`config.mk`:
```
export PLATFORM = sky130hd
export DESIGN_NAME = fork_pair_fifo_arbiter
export DESIGN_NICKNAME = d
export VERILOG_FILES = /design/src/hdl/fpfa_pkg.sv /design/src/hdl/fpfa_ram.sv /design/src/hdl/fpfa_ctrl.sv /design/src/hdl/fpfa_datapath.sv /design/src/hdl/fork_pair_fifo_arbiter.sv
export SDC_FILE = /design/constraint.sdc
export NUM_CORES = 1
export LEC_CHECK = 0
export BUFFER_PORTS_ARGS = -buffer_cell sky130_fd_sc_hd__buf_4
export CAP_MARGIN = 15
export CORE_UTILIZATION = 43
export DETAILED_ROUTE_END_ITERATION = 12
export GPL_ROUTABILITY_DRIVEN = 0
export PLACE_DENSITY_LB_ADDON = 0.12
export SLEW_MARGIN = 20
export SYNTH_ARGS = -nofsm -noshare
export SYNTH_HDL_FRONTEND = slang
export SYNTH_SLANG_ARGS = --single-unit
```
`constraint.sdc`:
```
create_clock -name clk -period 8.2 [get_ports clk]
set_input_delay 1.64 -clock clk [delete_from_list [all_inputs] [get_ports clk]]
set_output_delay 1.64 -clock clk [all_outputs]
set_load 0.005 [all_outputs]
```
`src/hdl/fpfa_pkg.sv`:
```
`default_nettype none
// ---------------------------------------------------------------------------
// fpfa_pkg
// Shared types and codes for the ring arbiter: sequencer states, event
// codes and the command and status bundles between controller and datapath.
// ---------------------------------------------------------------------------
package fpfa_pkg;

    localparam logic FUNC_REQUEST = 1'b0;
    localparam logic FUNC_RELEASE = 1'b1;

    localparam logic [4:0] DONE_SAT = 5'd31;

    typedef enum logic [3:0] {
        S_IDLE  = 4'b0001,
        S_EXEC  = 4'b0010,
        S_READ  = 4'b0100,
        S_CHECK = 4'b1000
    } fpfa_state_t;

    typedef struct packed {
        logic capture;
        logic exec;
        logic read;
        logic check;
    } fpfa_cmd_t;

    typedef struct packed {
        logic out_stall;
    } fpfa_status_t;

endpackage
`default_nettype wire

```
`src/hdl/fpfa_ram.sv`:
```
`default_nettype none
// ---------------------------------------------------------------------------
// fpfa_ram
// Generic single-write, single-read RAM with a registered read port.
// ---------------------------------------------------------------------------
module fpfa_ram #(
    parameter int WIDTH = 4,
    parameter int DEPTH = 16
) (
    input  wire logic                     clk,
    input  wire logic                     we,
    input  wire logic [$clog2(DEPTH)-1:0] waddr,
    input  wire logic [WIDTH-1:0]         wdata,
    input  wire logic                     re,
    input  wire logic [$clog2(DEPTH)-1:0] raddr,
    output logic      [WIDTH-1:0]         rdata
);

    logic [WIDTH-1:0] mem [DEPTH];
    logic [WIDTH-1:0] rdata_reg;

    always_ff @(posedge clk)
    begin
        if (we)
        begin
            mem[waddr] <= wdata;
        end
        if (re)
        begin
            rdata_reg <= mem[raddr];
        end
    end

    assign rdata = rdata_reg;

endmodule
`default_nettype wire

```
`src/hdl/fpfa_ctrl.sv`:
```
`default_nettype none
// ---------------------------------------------------------------------------
// fpfa_ctrl
// Sequencer: capture a transaction, apply the event, read the queue head,
// then check the head and load the result register.
// ---------------------------------------------------------------------------
module fpfa_ctrl
    import fpfa_pkg::*;
(
    input  wire logic         clk,
    input  wire logic         rst_n,
    input  wire logic         in_valid,
    output logic              in_ready,
    input  wire fpfa_status_t status,
    output fpfa_cmd_t         cmd
);

    fpfa_state_t state_reg;
    fpfa_state_t state_next;

    always_ff @(posedge clk or negedge rst_n)
    begin
        if (!rst_n)
        begin
            state_reg <= S_IDLE;
        end
        else
        begin
            state_reg <= state_next;
        end
    end

    always_comb
    begin
        state_next = state_reg;
        cmd        = '0;
        in_ready   = 1'b0;
        unique case (state_reg)
            S_IDLE:
            begin
                in_ready = 1'b1;
                if (in_valid)
                begin
                    cmd.capture = 1'b1;
                    state_next  = S_EXEC;
                end
            end
            S_EXEC:
            begin
                cmd.exec   = 1'b1;
                state_next = S_READ;
            end
            S_READ:
            begin
                cmd.read   = 1'b1;
                state_next = S_CHECK;
            end
            S_CHECK:
            begin
                // hold until the result register can take the new result
                if (!status.out_stall)
                begin
                    cmd.check  = 1'b1;
                    state_next = S_IDLE;
                end
            end
            default:
            begin
                state_next = S_IDLE;
            end
        endcase
    end

endmodule
`default_nettype wire

```
`src/hdl/fpfa_datapath.sv`:
```
`default_nettype none
// ---------------------------------------------------------------------------
// fpfa_datapath
// Resource bitmap, wait queue with its pointers, completion counter, ring
// size register and result register.
// ---------------------------------------------------------------------------
module fpfa_datapath
    import fpfa_pkg::*;
#(
    parameter int MAX_REQUESTERS = 16
) (
    input  wire logic         clk,
    input  wire logic         rst_n,
    input  wire logic         cfg_we,
    input  wire logic [4:0]   cfg_wdata,
    input  wire logic         func,
    input  wire logic [4:0]   requester_id,
    input  wire fpfa_cmd_t    cmd,
    output fpfa_status_t      status,
    output logic              out_valid,
    input  wire logic         out_ready,
    output logic              grant_valid,
    output logic [4:0]        grant_id,
    output logic              release_error,
    output logic              queue_overflow,
    output logic              bad_id,
    output logic              all_satisfied
);

    localparam int IW   = $clog2(MAX_REQUESTERS);
    localparam int CNTW = $clog2(MAX_REQUESTERS + 1);

    logic [4:0]                num_req_reg;
    logic                      func_reg;
    logic [4:0]                id_reg;
    logic [MAX_REQUESTERS-1:0] free_reg;
    logic [IW-1:0]             head_reg;
    logic [IW-1:0]             tail_reg;
    logic [CNTW-1:0]           count_reg;
    logic [4:0]                done_reg;
    logic                      bad_reg;
    logic                      ovf_reg;
    logic                      rel_err_reg;

    logic                      out_valid_reg;
    logic                      grant_valid_reg;
    logic [4:0]                grant_id_reg;
    logic                      release_error_reg;
    logic                      queue_overflow_reg;
    logic                      bad_id_reg;
    logic                      all_sat_reg;

    logic [4:0]                ring_n;
    logic                      id_bad;
    logic [IW-1:0]             k;
    logic [MAX_REQUESTERS-1:0] rel_mask;
    logic [MAX_REQUESTERS-1:0] head_mask;
    logic [IW-1:0]             head_entry;
    logic                      ram_we;
    logic                      head_grant;
    logic [IW:0]               head_id_plus;

    function automatic logic [MAX_REQUESTERS-1:0] pair_mask(
        input logic [IW-1:0] idx,
        input logic [4:0]    n
    );
        logic [MAX_REQUESTERS-1:0] m;
        logic [IW-1:0]             other;
        m     = '0;
        other = (idx == '0) ? IW'(n - 5'd1) : idx - IW'(1);
        m[idx]   = 1'b1;
        m[other] = 1'b1;
        return m;
    endfunction

    function automatic logic [IW-1:0] wrap_inc(input logic [IW-1:0] p);
        return (p == IW'(MAX_REQUESTERS - 1)) ? '0 : p + IW'(1);
    endfunction

    // clamp the ring size into the supported range
    always_comb
    begin
        priority if (num_req_reg < 5'd2)
        begin
            ring_n = 5'd2;
        end
        else if (32'(num_req_reg) > MAX_REQUESTERS)
        begin
            ring_n = 5'(MAX_REQUESTERS);
        end
        else
        begin
            ring_n = num_req_reg;
        end
    end

    assign id_bad     = (id_reg == 5'd0) || (id_reg > ring_n);
    assign k          = IW'(id_reg - 5'd1);
    assign rel_mask   = pair_mask(k, ring_n);
    assign head_mask  = pair_mask(head_entry, ring_n);
    assign ram_we     = cmd.exec && !id_bad && (func_reg == FUNC_REQUEST)
                        && (count_reg != CNTW'(MAX_REQUESTERS));
    assign head_grant = (count_reg != '0) && ((free_reg & head_mask) == head_mask);
    assign head_id_plus = {1'b0, head_entry} + (IW+1)'(1);

    fpfa_ram #(
        .WIDTH (IW),
        .DEPTH (MAX_REQUESTERS)
    ) u_queue (
        .clk   (clk),
        .we    (ram_we),
        .waddr (tail_reg),
        .wdata (k),
        .re    (cmd.read),
        .raddr (head_reg),
        .rdata (head_entry)
    );

    always_ff @(posedge clk or negedge rst_n)
    begin
        if (!rst_n)
        begin
            num_req_reg <= 5'd4;
        end
        else if (cfg_we)
        begin
            num_req_reg <= cfg_wdata;
        end
    end

    always_ff @(posedge clk)
    begin
        if (cmd.capture)
        begin
            func_reg <= func;
            id_reg   <= requester_id;
        end
    end

    always_ff @(posedge clk or negedge rst_n)
    begin
        if (!rst_n)
        begin
            free_reg    <= '1;
            head_reg    <= '0;
            tail_reg    <= '0;
            count_reg   <= '0;
            done_reg    <= '0;
            bad_reg     <= 1'b0;
            ovf_reg     <= 1'b0;
            rel_err_reg <= 1'b0;
        end
        else if (cmd.exec)
        begin
            bad_reg     <= id_bad;
            ovf_reg     <= 1'b0;
            rel_err_reg <= 1'b0;
            if (!id_bad)
            begin
                if (func_reg == FUNC_REQUEST)
                begin
                    if (ram_we)
                    begin
                        tail_reg  <= wrap_inc(tail_reg);
                        count_reg <= count_reg + CNTW'(1);
                    end
                    else
                    begin
                        ovf_reg <= 1'b1;
                    end
                end
                else
                begin
                    if (done_reg < DONE_SAT)
                    begin
                        done_reg <= done_reg + 5'd1;
                    end
                    if ((free_reg & rel_mask) == '0)
                    begin
                        free_reg <= free_reg | rel_mask;
                    end
                    else
                    begin
                        rel_err_reg <= 1'b1;
                    end
                end
            end
        end
        else if (cmd.check && head_grant)
        begin
            free_reg  <= free_reg & ~head_mask;
            head_reg  <= wrap_inc(head_reg);
            count_reg <= count_reg - CNTW'(1);
        end
    end

    always_ff @(posedge clk or negedge rst_n)
    begin
        if (!rst_n)
        begin
            out_valid_reg <= 1'b0;
        end
        else if (cmd.check)
        begin
            out_valid_reg <= 1'b1;
        end
        else if (out_ready)
        begin
            out_valid_reg <= 1'b0;
        end
    end

    always_ff @(posedge clk)
    begin
        if (cmd.check)
        begin
            grant_valid_reg    <= head_grant;
            grant_id_reg       <= head_grant ? 5'(head_id_plus) : 5'd0;
            release_error_reg  <= rel_err_reg;
            queue_overflow_reg <= ovf_reg;
            bad_id_reg         <= bad_reg;
            all_sat_reg        <= (done_reg >= ring_n);
        end
    end

    assign status.out_stall = out_valid_reg && !out_ready;

    assign out_valid      = out_valid_reg;
    assign grant_valid    = grant_valid_reg;
    assign grant_id       = grant_id_reg;
    assign release_error  = release_error_reg;
    assign queue_overflow = queue_overflow_reg;
    assign bad_id         = bad_id_reg;
    assign all_satisfied  = all_sat_reg;

endmodule
`default_nettype wire

```
`src/hdl/fork_pair_fifo_arbiter.sv`:
```
`default_nettype none
// ---------------------------------------------------------------------------
// fork_pair_fifo_arbiter
// Ring arbiter: requesters share the resources on either side of them, wait
// in a FIFO and are granted strictly from its head.
// ---------------------------------------------------------------------------
// Each transaction runs through the states idle, exec, read and check:
// it is captured at acceptance in idle, then the event is applied, the
// queue head is read from the queue memory (registered read) and the head
// check loads the result register. The sequencer runs one transaction at
// a time; a new one is taken as soon as it is back in idle, while the
// previous result may still sit in the output register. A stalled output
// holds the next transaction in its head check until the stall clears.
// Exactly one result comes out per transaction. The ring size written on
// the configuration port is clamped to 2..MAX_REQUESTERS.
module fork_pair_fifo_arbiter
    import fpfa_pkg::*;
#(
    parameter int MAX_REQUESTERS = 16
) (
    input  wire logic       clk,
    input  wire logic       rst_n,
    input  wire logic       cfg_we,
    input  wire logic [4:0] cfg_wdata,
    input  wire logic       in_valid,
    output logic            in_ready,
    input  wire logic       func,
    input  wire logic [4:0] requester_id,
    output logic            out_valid,
    input  wire logic       out_ready,
    output logic            grant_valid,
    output logic [4:0]      grant_id,
    output logic            release_error,
    output logic            queue_overflow,
    output logic            bad_id,
    output logic            all_satisfied
);

    fpfa_cmd_t    cmd;
    fpfa_status_t status;

    fpfa_ctrl u_ctrl (
        .clk      (clk),
        .rst_n    (rst_n),
        .in_valid (in_valid),
        .in_ready (in_ready),
        .status   (status),
        .cmd      (cmd)
    );

    fpfa_datapath #(
        .MAX_REQUESTERS (MAX_REQUESTERS)
    ) u_datapath (
        .clk            (clk),
        .rst_n          (rst_n),
        .cfg_we         (cfg_we),
        .cfg_wdata      (cfg_wdata),
        .func           (func),
        .requester_id   (requester_id),
        .cmd            (cmd),
        .status         (status),
        .out_valid      (out_valid),
        .out_ready      (out_ready),
        .grant_valid    (grant_valid),
        .grant_id       (grant_id),
        .release_error  (release_error),
        .queue_overflow (queue_overflow),
        .bad_id         (bad_id),
        .all_satisfied  (all_satisfied)
    );

    // one transaction in flight: acceptance closes the input for a while
    a_single_item: assert property (@(posedge clk) disable iff (!rst_n)
        in_valid && in_ready |=> !in_ready)
        else $error("input accepted while a transaction is in flight");

    a_no_grant_id: assert property (@(posedge clk) disable iff (!rst_n)
        out_valid && !grant_valid |-> grant_id == 5'd0)
        else $error("grant id set without a grant");

    a_bad_exclusive: assert property (@(posedge clk) disable iff (!rst_n)
        out_valid && bad_id |-> !queue_overflow && !release_error)
        else $error("bad id flagged together with an event outcome");

    a_flag_exclusive: assert property (@(posedge clk) disable iff (!rst_n)
        out_valid |-> !(queue_overflow && release_error))
        else $error("overflow and release error in one result");

endmodule
`default_nettype wire
```
### Word level (Yosys, flattened, before mapping)

Memory sizes are Yosys's and may differ from the RTL's. A register that Yosys moved wholly into a read port is not among the register bits.
Index checks and enable logic that the tools add are counted.

* output and inout bits: 12
* memories: 1
* bits in writable memories: 64
* bits of input ports: 16
* logic and storage cells: 138
* bits in registers: 63

Memory list
* u_datapath.u_queue.mem: depth 16, width 4, rd ports 1, clocked after Yosys merged registers in 1, wr ports 1, RTL line fpfa_ram.sv:19 `logic [WIDTH-1:0] mem [DEPTH];`

* magnitude comparators: 13
* bitwise gates (word level): 10
* reduce and logical (&&, ||, !) cells: 26
* eq/ne operators: 15
* $add $sub $neg: 10
* muxes and demuxes: 44

Operators with widths (number)
* two-way mux 16 bit: 5
* AND 16 bit: 3
* OR 16 bit: 3
* two-way mux 5 bit: 7
* two-way mux 4 bit: 6
* two-way mux 1 bit: 21
* less-than comparator 4 x 5 -> 1 bit, second input constant: 4
* demux 1 bit (select 4 bit): 4
* equality test 16 bit: 1
* greater-or-equal comparator 4 x 1 -> 1 bit, second input constant: 4
* logical NOT 16 bit: 1
* NOT 16 bit: 1
* one-hot mux 4 bit (4 select lines): 1
* AND reduction 4 bit: 4
* subtractor 4 x 1 -> 4 bit, second input constant: 4
* inequality test 2 bit, second input constant: 7
* equality test 4 bit, second input constant: 3
* adder 5 x 1 -> 5 bit, second input constant: 2
* logical AND 1 bit: 10
* adder 4 x 1 -> 4 bit, second input constant: 2
* logical NOT 4 bit: 2
* adder 4 x 1 -> 5 bit, second input constant: 1
* greater-or-equal comparator 5 bit: 1
* > comparator 5 bit: 1
* other kinds (15): 20

### Longest topological paths before layout

* depth after elaboration: 16
* gate-level depth with buffers: 14
* depth with buffers taken out: 12

### Hierarchy

A second synthesis with hierarchy kept.

* cell total of the unflattened synthesis: 661
* area, all modules: 7657.3 µm²

Modules (own cells, without submodules)
* fpfa_datapath: area each 4727.0 µm², cells an instance 510, seq. area each 1577.8 µm², instances 1
* fpfa_ram: area each 2706.3 µm², cells an instance 130, seq. area each 2042.0 µm², instances 1
* fpfa_ctrl: area each 224.0 µm², cells an instance 21, seq. area each 101.3 µm², instances 1

### Worst setup path after synthesis

No wires, ideal clock.

* path kind: flip-flop to flip-flop
* start point: reg u_datapath.id_reg[0]
* end point: reg u_datapath.free_reg[11]
* slack: 4.847 ns
* stages on the path, launching flop included: 15
* arrival: 3.281 ns
* library setup time: 0.072 ns
* buffers on the path: 3
* period minus slack after synthesis: 3.353 ns
* required time: 8.128 ns
* path through: edfxtp_1 -> buf_4 -> inv_1 -> ha_1 -> xnor2_1 -> inv_1 -> o2bb2ai_1 -> or2_2 -> clkbuf_1 -> nand3_1 -> nand2_1 -> a222oi_1 -> nand4_1 -> buf_6 -> o21ai_1

* longest elaborated chain between the ends: 13
* elaborated cells between the ends (all ways): 28
* classes of those cells: 2 x add/sub; 5 x order compare; 2 x eq/ne; 9 x mux; 3 x bitwise; 7 x reduce/logical

Ends and longest elaborated chain
* start, declared: RTL line fpfa_datapath.sv:35 `logic [4:0] id_reg;`
* start signal, assigned: RTL line fpfa_datapath.sv:136 `id_reg <= requester_id;`
* subtractor 4 x 1 -> 4 bit (*): RTL line fpfa_datapath.sv:98 `assign k = IW'(id_reg - 5'd1);`
* via u_datapath.k[0]: RTL line fpfa_datapath.sv:55 `logic [IW-1:0] k;`
* subtractor 4 x 1 -> 4 bit or logical NOT 4 bit (tied branches): RTL line fpfa_datapath.sv:70 `other = (idx == '0) ? IW'(n - 5'd1) : idx - IW'(1);`
* two-way mux 4 bit: RTL line fpfa_datapath.sv:70
* less-than comparator 4 x 5 -> 1 bit (not written as such) or greater-or-equal comparator 4 x 1 -> 1 bit (tied branches): RTL line fpfa_datapath.sv:72 `m[other] = 1'b1;`
* logical AND 1 bit (not written as such): RTL line fpfa_datapath.sv:72
* two-way mux 1 bit (not written as such): RTL line fpfa_datapath.sv:72
* demux 1 bit (select 4 bit)
* OR 16 bit (no line) (*)
* branches (longest 5 deep; another with AND 16 bit)
* end signal, assigned: RTL line fpfa_datapath.sv:180 `free_reg <= free_reg | rel_mask;`
* end signal, assigned: RTL line fpfa_datapath.sv:191 `free_reg <= free_reg & ~head_mask;`
* end, declared: RTL line fpfa_datapath.sv:36 `logic [MAX_REQUESTERS-1:0] free_reg;`

Mark *: on every way through the listed nets, which the timed path passes. The select of a mux whose other input is x is not followed.
A chain may end at the register's enable or synchronous reset.

### Final worst setup path

* start point: reg u_datapath.id_reg[0]
* end point: reg u_datapath.free_reg[0]

Same word-level chain as after synthesis.

==> reports/metrics.cfg <==
[sta]
setup_tns_ns = 0
hold_viol = 0
rsz0062_at_grt = no
period_needed_ns = 4.74
finalCritPeriodShare_pct = 57.9
slew_violations = 0
fmax_mhz = 211
skew_ns = 0.00867
worst_pin_slew_ns = 0.899
max_slew_margin_pct = 39.9
finalSetupViolCount = 0

[floorplanning]
die_h_um = 137
die_x_um = 137
design.core.area_sq_mm = 0.0180
ios = 28
start_util_pct = 43.9
rows = 49
dieArea_sq_mm = 0.0189

[grt]
grt_pass1_wl_um = 32500
grt-ovfl-total = 0
grt_pass1_vias = 5821
grt_usage_pct = 23.1
grt_max_degree = 48
antenna_found_initial = 0

[synth]
ys_seq_area_share_pct = 47.1
avgSynthCellArea_sq_um = 10.9
ys_seq_elements = 131
netlist_area_sq_mm = 0.00789
ys_warn_count = 0
ys.flop_type = edfxtp_1
synthCells = 727
synth_fp_nets = 775
synth-async-reset-ratio_pct = 35.9
ys_types = 90
synth_edf_count = 84

[clocking]
root_buffer = clkbuf_16
cts.sinks = 131
postCtsSetupBuffers = 0
clk_pin_slew_ns = 0.06
clk_latency_ns = 0.43
cts_made_buffers = 17
cts_hold_buffers = 0
htreeDepth = 4
cts_tree = done
cts_resized = 0
clockBufferDepth = 2

[detailed_routing]
wl_per_cell_um = 21.1
drt-initial-drc-count = 700
dr.pass1.iters = 5
drt_wl_total_um = 20600
num_vias = 6074
postRouteAntennaNets = 0
drc = 0
routed_via_density = 6.22

[worst_setup_path]
crit_arrival_ns = 5.07
start_kind = register
end_kind = register
critPathMaxFanout = 22
worstSetupPathType = reg2reg
critPathRequiredTime_ns = 8.53

[layout]
layout_common_cells = edfxtp_1 (84), nand2_1 (52), nor2_1 (46)
final_cells = 976
largest_reg_flops = 64
drive_above_1_share_pct = 16.6
final_common_cell = edfxtp_1
final_nets = 782
area_delta_synth_final_pct = 10.6
antenna_cells = 0

[pwr]
clkPwrFrac_pct = 32.9
leakagePower_nw = 3.16
swShare_pct = 34.4
p_seq_share_pct = 39.0
peakVddDrop_mv = 0.178
p_per_area_mw_per_mm2 = 256
combPwrFrac_pct = 28.2
internal_power_mw = 1.47
p_switching_mw = 0.770

[outcome]
status = finished, final reports clean

[min_path]
hp-class = reg2reg

[place]
dpl.hpwl_um = 14700
place_inst = 944
io_buffers = 27

[job]
max-cap-violations = 0

worst max-delay path, stage by stage (launching register included):
cell and delay, ns:
edfxtp_1 0.74, inv_1 0.52, ha_1 0.50, xnor2_1 0.50, inv_1 0.41, xnor2_1 0.29, o21ai_0 0.15, mux2i_1 0.20
a222oi_1 0.41, nand4_1 0.53, a221oi_1 0.40
cells by family after synthesis:
kind of cell | after synthesis | synth area share, %
AOI/OAI and AO/OA | 215 | 19.6
and+or+nand+nor | 211 | 13.7
DFF | 131 | 47.1
buffers and inverters | 70 | 4.45
muxes | 52 | 8.13
adders and majority gates | 32 | 5.17
xor gates and xnor gates | 16 | 1.78
routing by layer:
layer  up-vias  global-route usage, %  wire length, um
li1       2806                      -                -
met1      2936                   33.7             9690
met2       277                   33.4             8760
met3        55                   4.16             1570
met4         0                   9.95              585
met5         -                      0                0
final cells by class:
class,instances,area [sq um]
inverter,27,101
tap,229,287
clock inverter,15,143
fill,1601,9230
timing repair buffer,31,233
multi-input combinational,526,3820
sequential,131,3720
clock buffer,17,425
cells in the mapped netlist (24+ instances only):
cell      number  area [sq um]
nand3_1       24           120
edfxtp_1      84          2520
a22oi_1       31           233
inv_1         26          97.6
o21ai_0       32           160
a21oi_1       29           145
dfrtp_1       29           726
nand2_1       52           195
nor2_1        46           173
ha_1          31           388
mux2i_1       27           270
worst paths after layout:
check	end	cells after the start	startpoint	slack (ns)
max	u_datapath.free_reg[0]	10	u_datapath.id_reg[0]	3.46
min	u_datapath.release_error	0	u_datapath.rel_err_reg	0.46
max reg2reg	u_datapath.free_reg[0]	10	u_datapath.id_reg[0]	3.46
min reg2reg	u_datapath.release_error	0	u_datapath.rel_err_reg	0.46
max in group asynchronous	u_datapath.head_reg[0]	1	rst_n	6.53
min in group asynchronous	u_datapath.count_reg[0]	1	rst_n	1.24
power groups by stage:
stage | Sequential, mW | Clock (mW) | Combinational [mW]
after global routing | 0.879 | 0.777 | 0.693
after detailed placement | 0.881 | 0 | 0.620
after CTS | 0.870 | 0.744 | 0.623
after floorplan | 0.847 | 0 | 0.487
after global placement | 0.879 | 0 | 0.611
final | 0.872 | 0.735 | 0.630
stage by stage:
step | setup slack, ns | utilization [%] | power [mW] | instance area, sq um | hold WS, ns
floorplan | 4.85 | - | 1.33 | 7890 | 0.425
global placement | 3.73 | 45.4 | 1.49 | 8160 | 0.438
detailed placement | 3.58 | 45.4 | 1.50 | 8160 | 0.434
CTS | 3.57 | 48.6 | 2.24 | 8730 | 0.468
global route | 2.88 | 48.6 | 2.35 | 8730 | 0.481
finish | 3.46 | 48.6 | 2.24 | 8730 | 0.464
No activity file was read; power rests on OpenSTA's default activity.
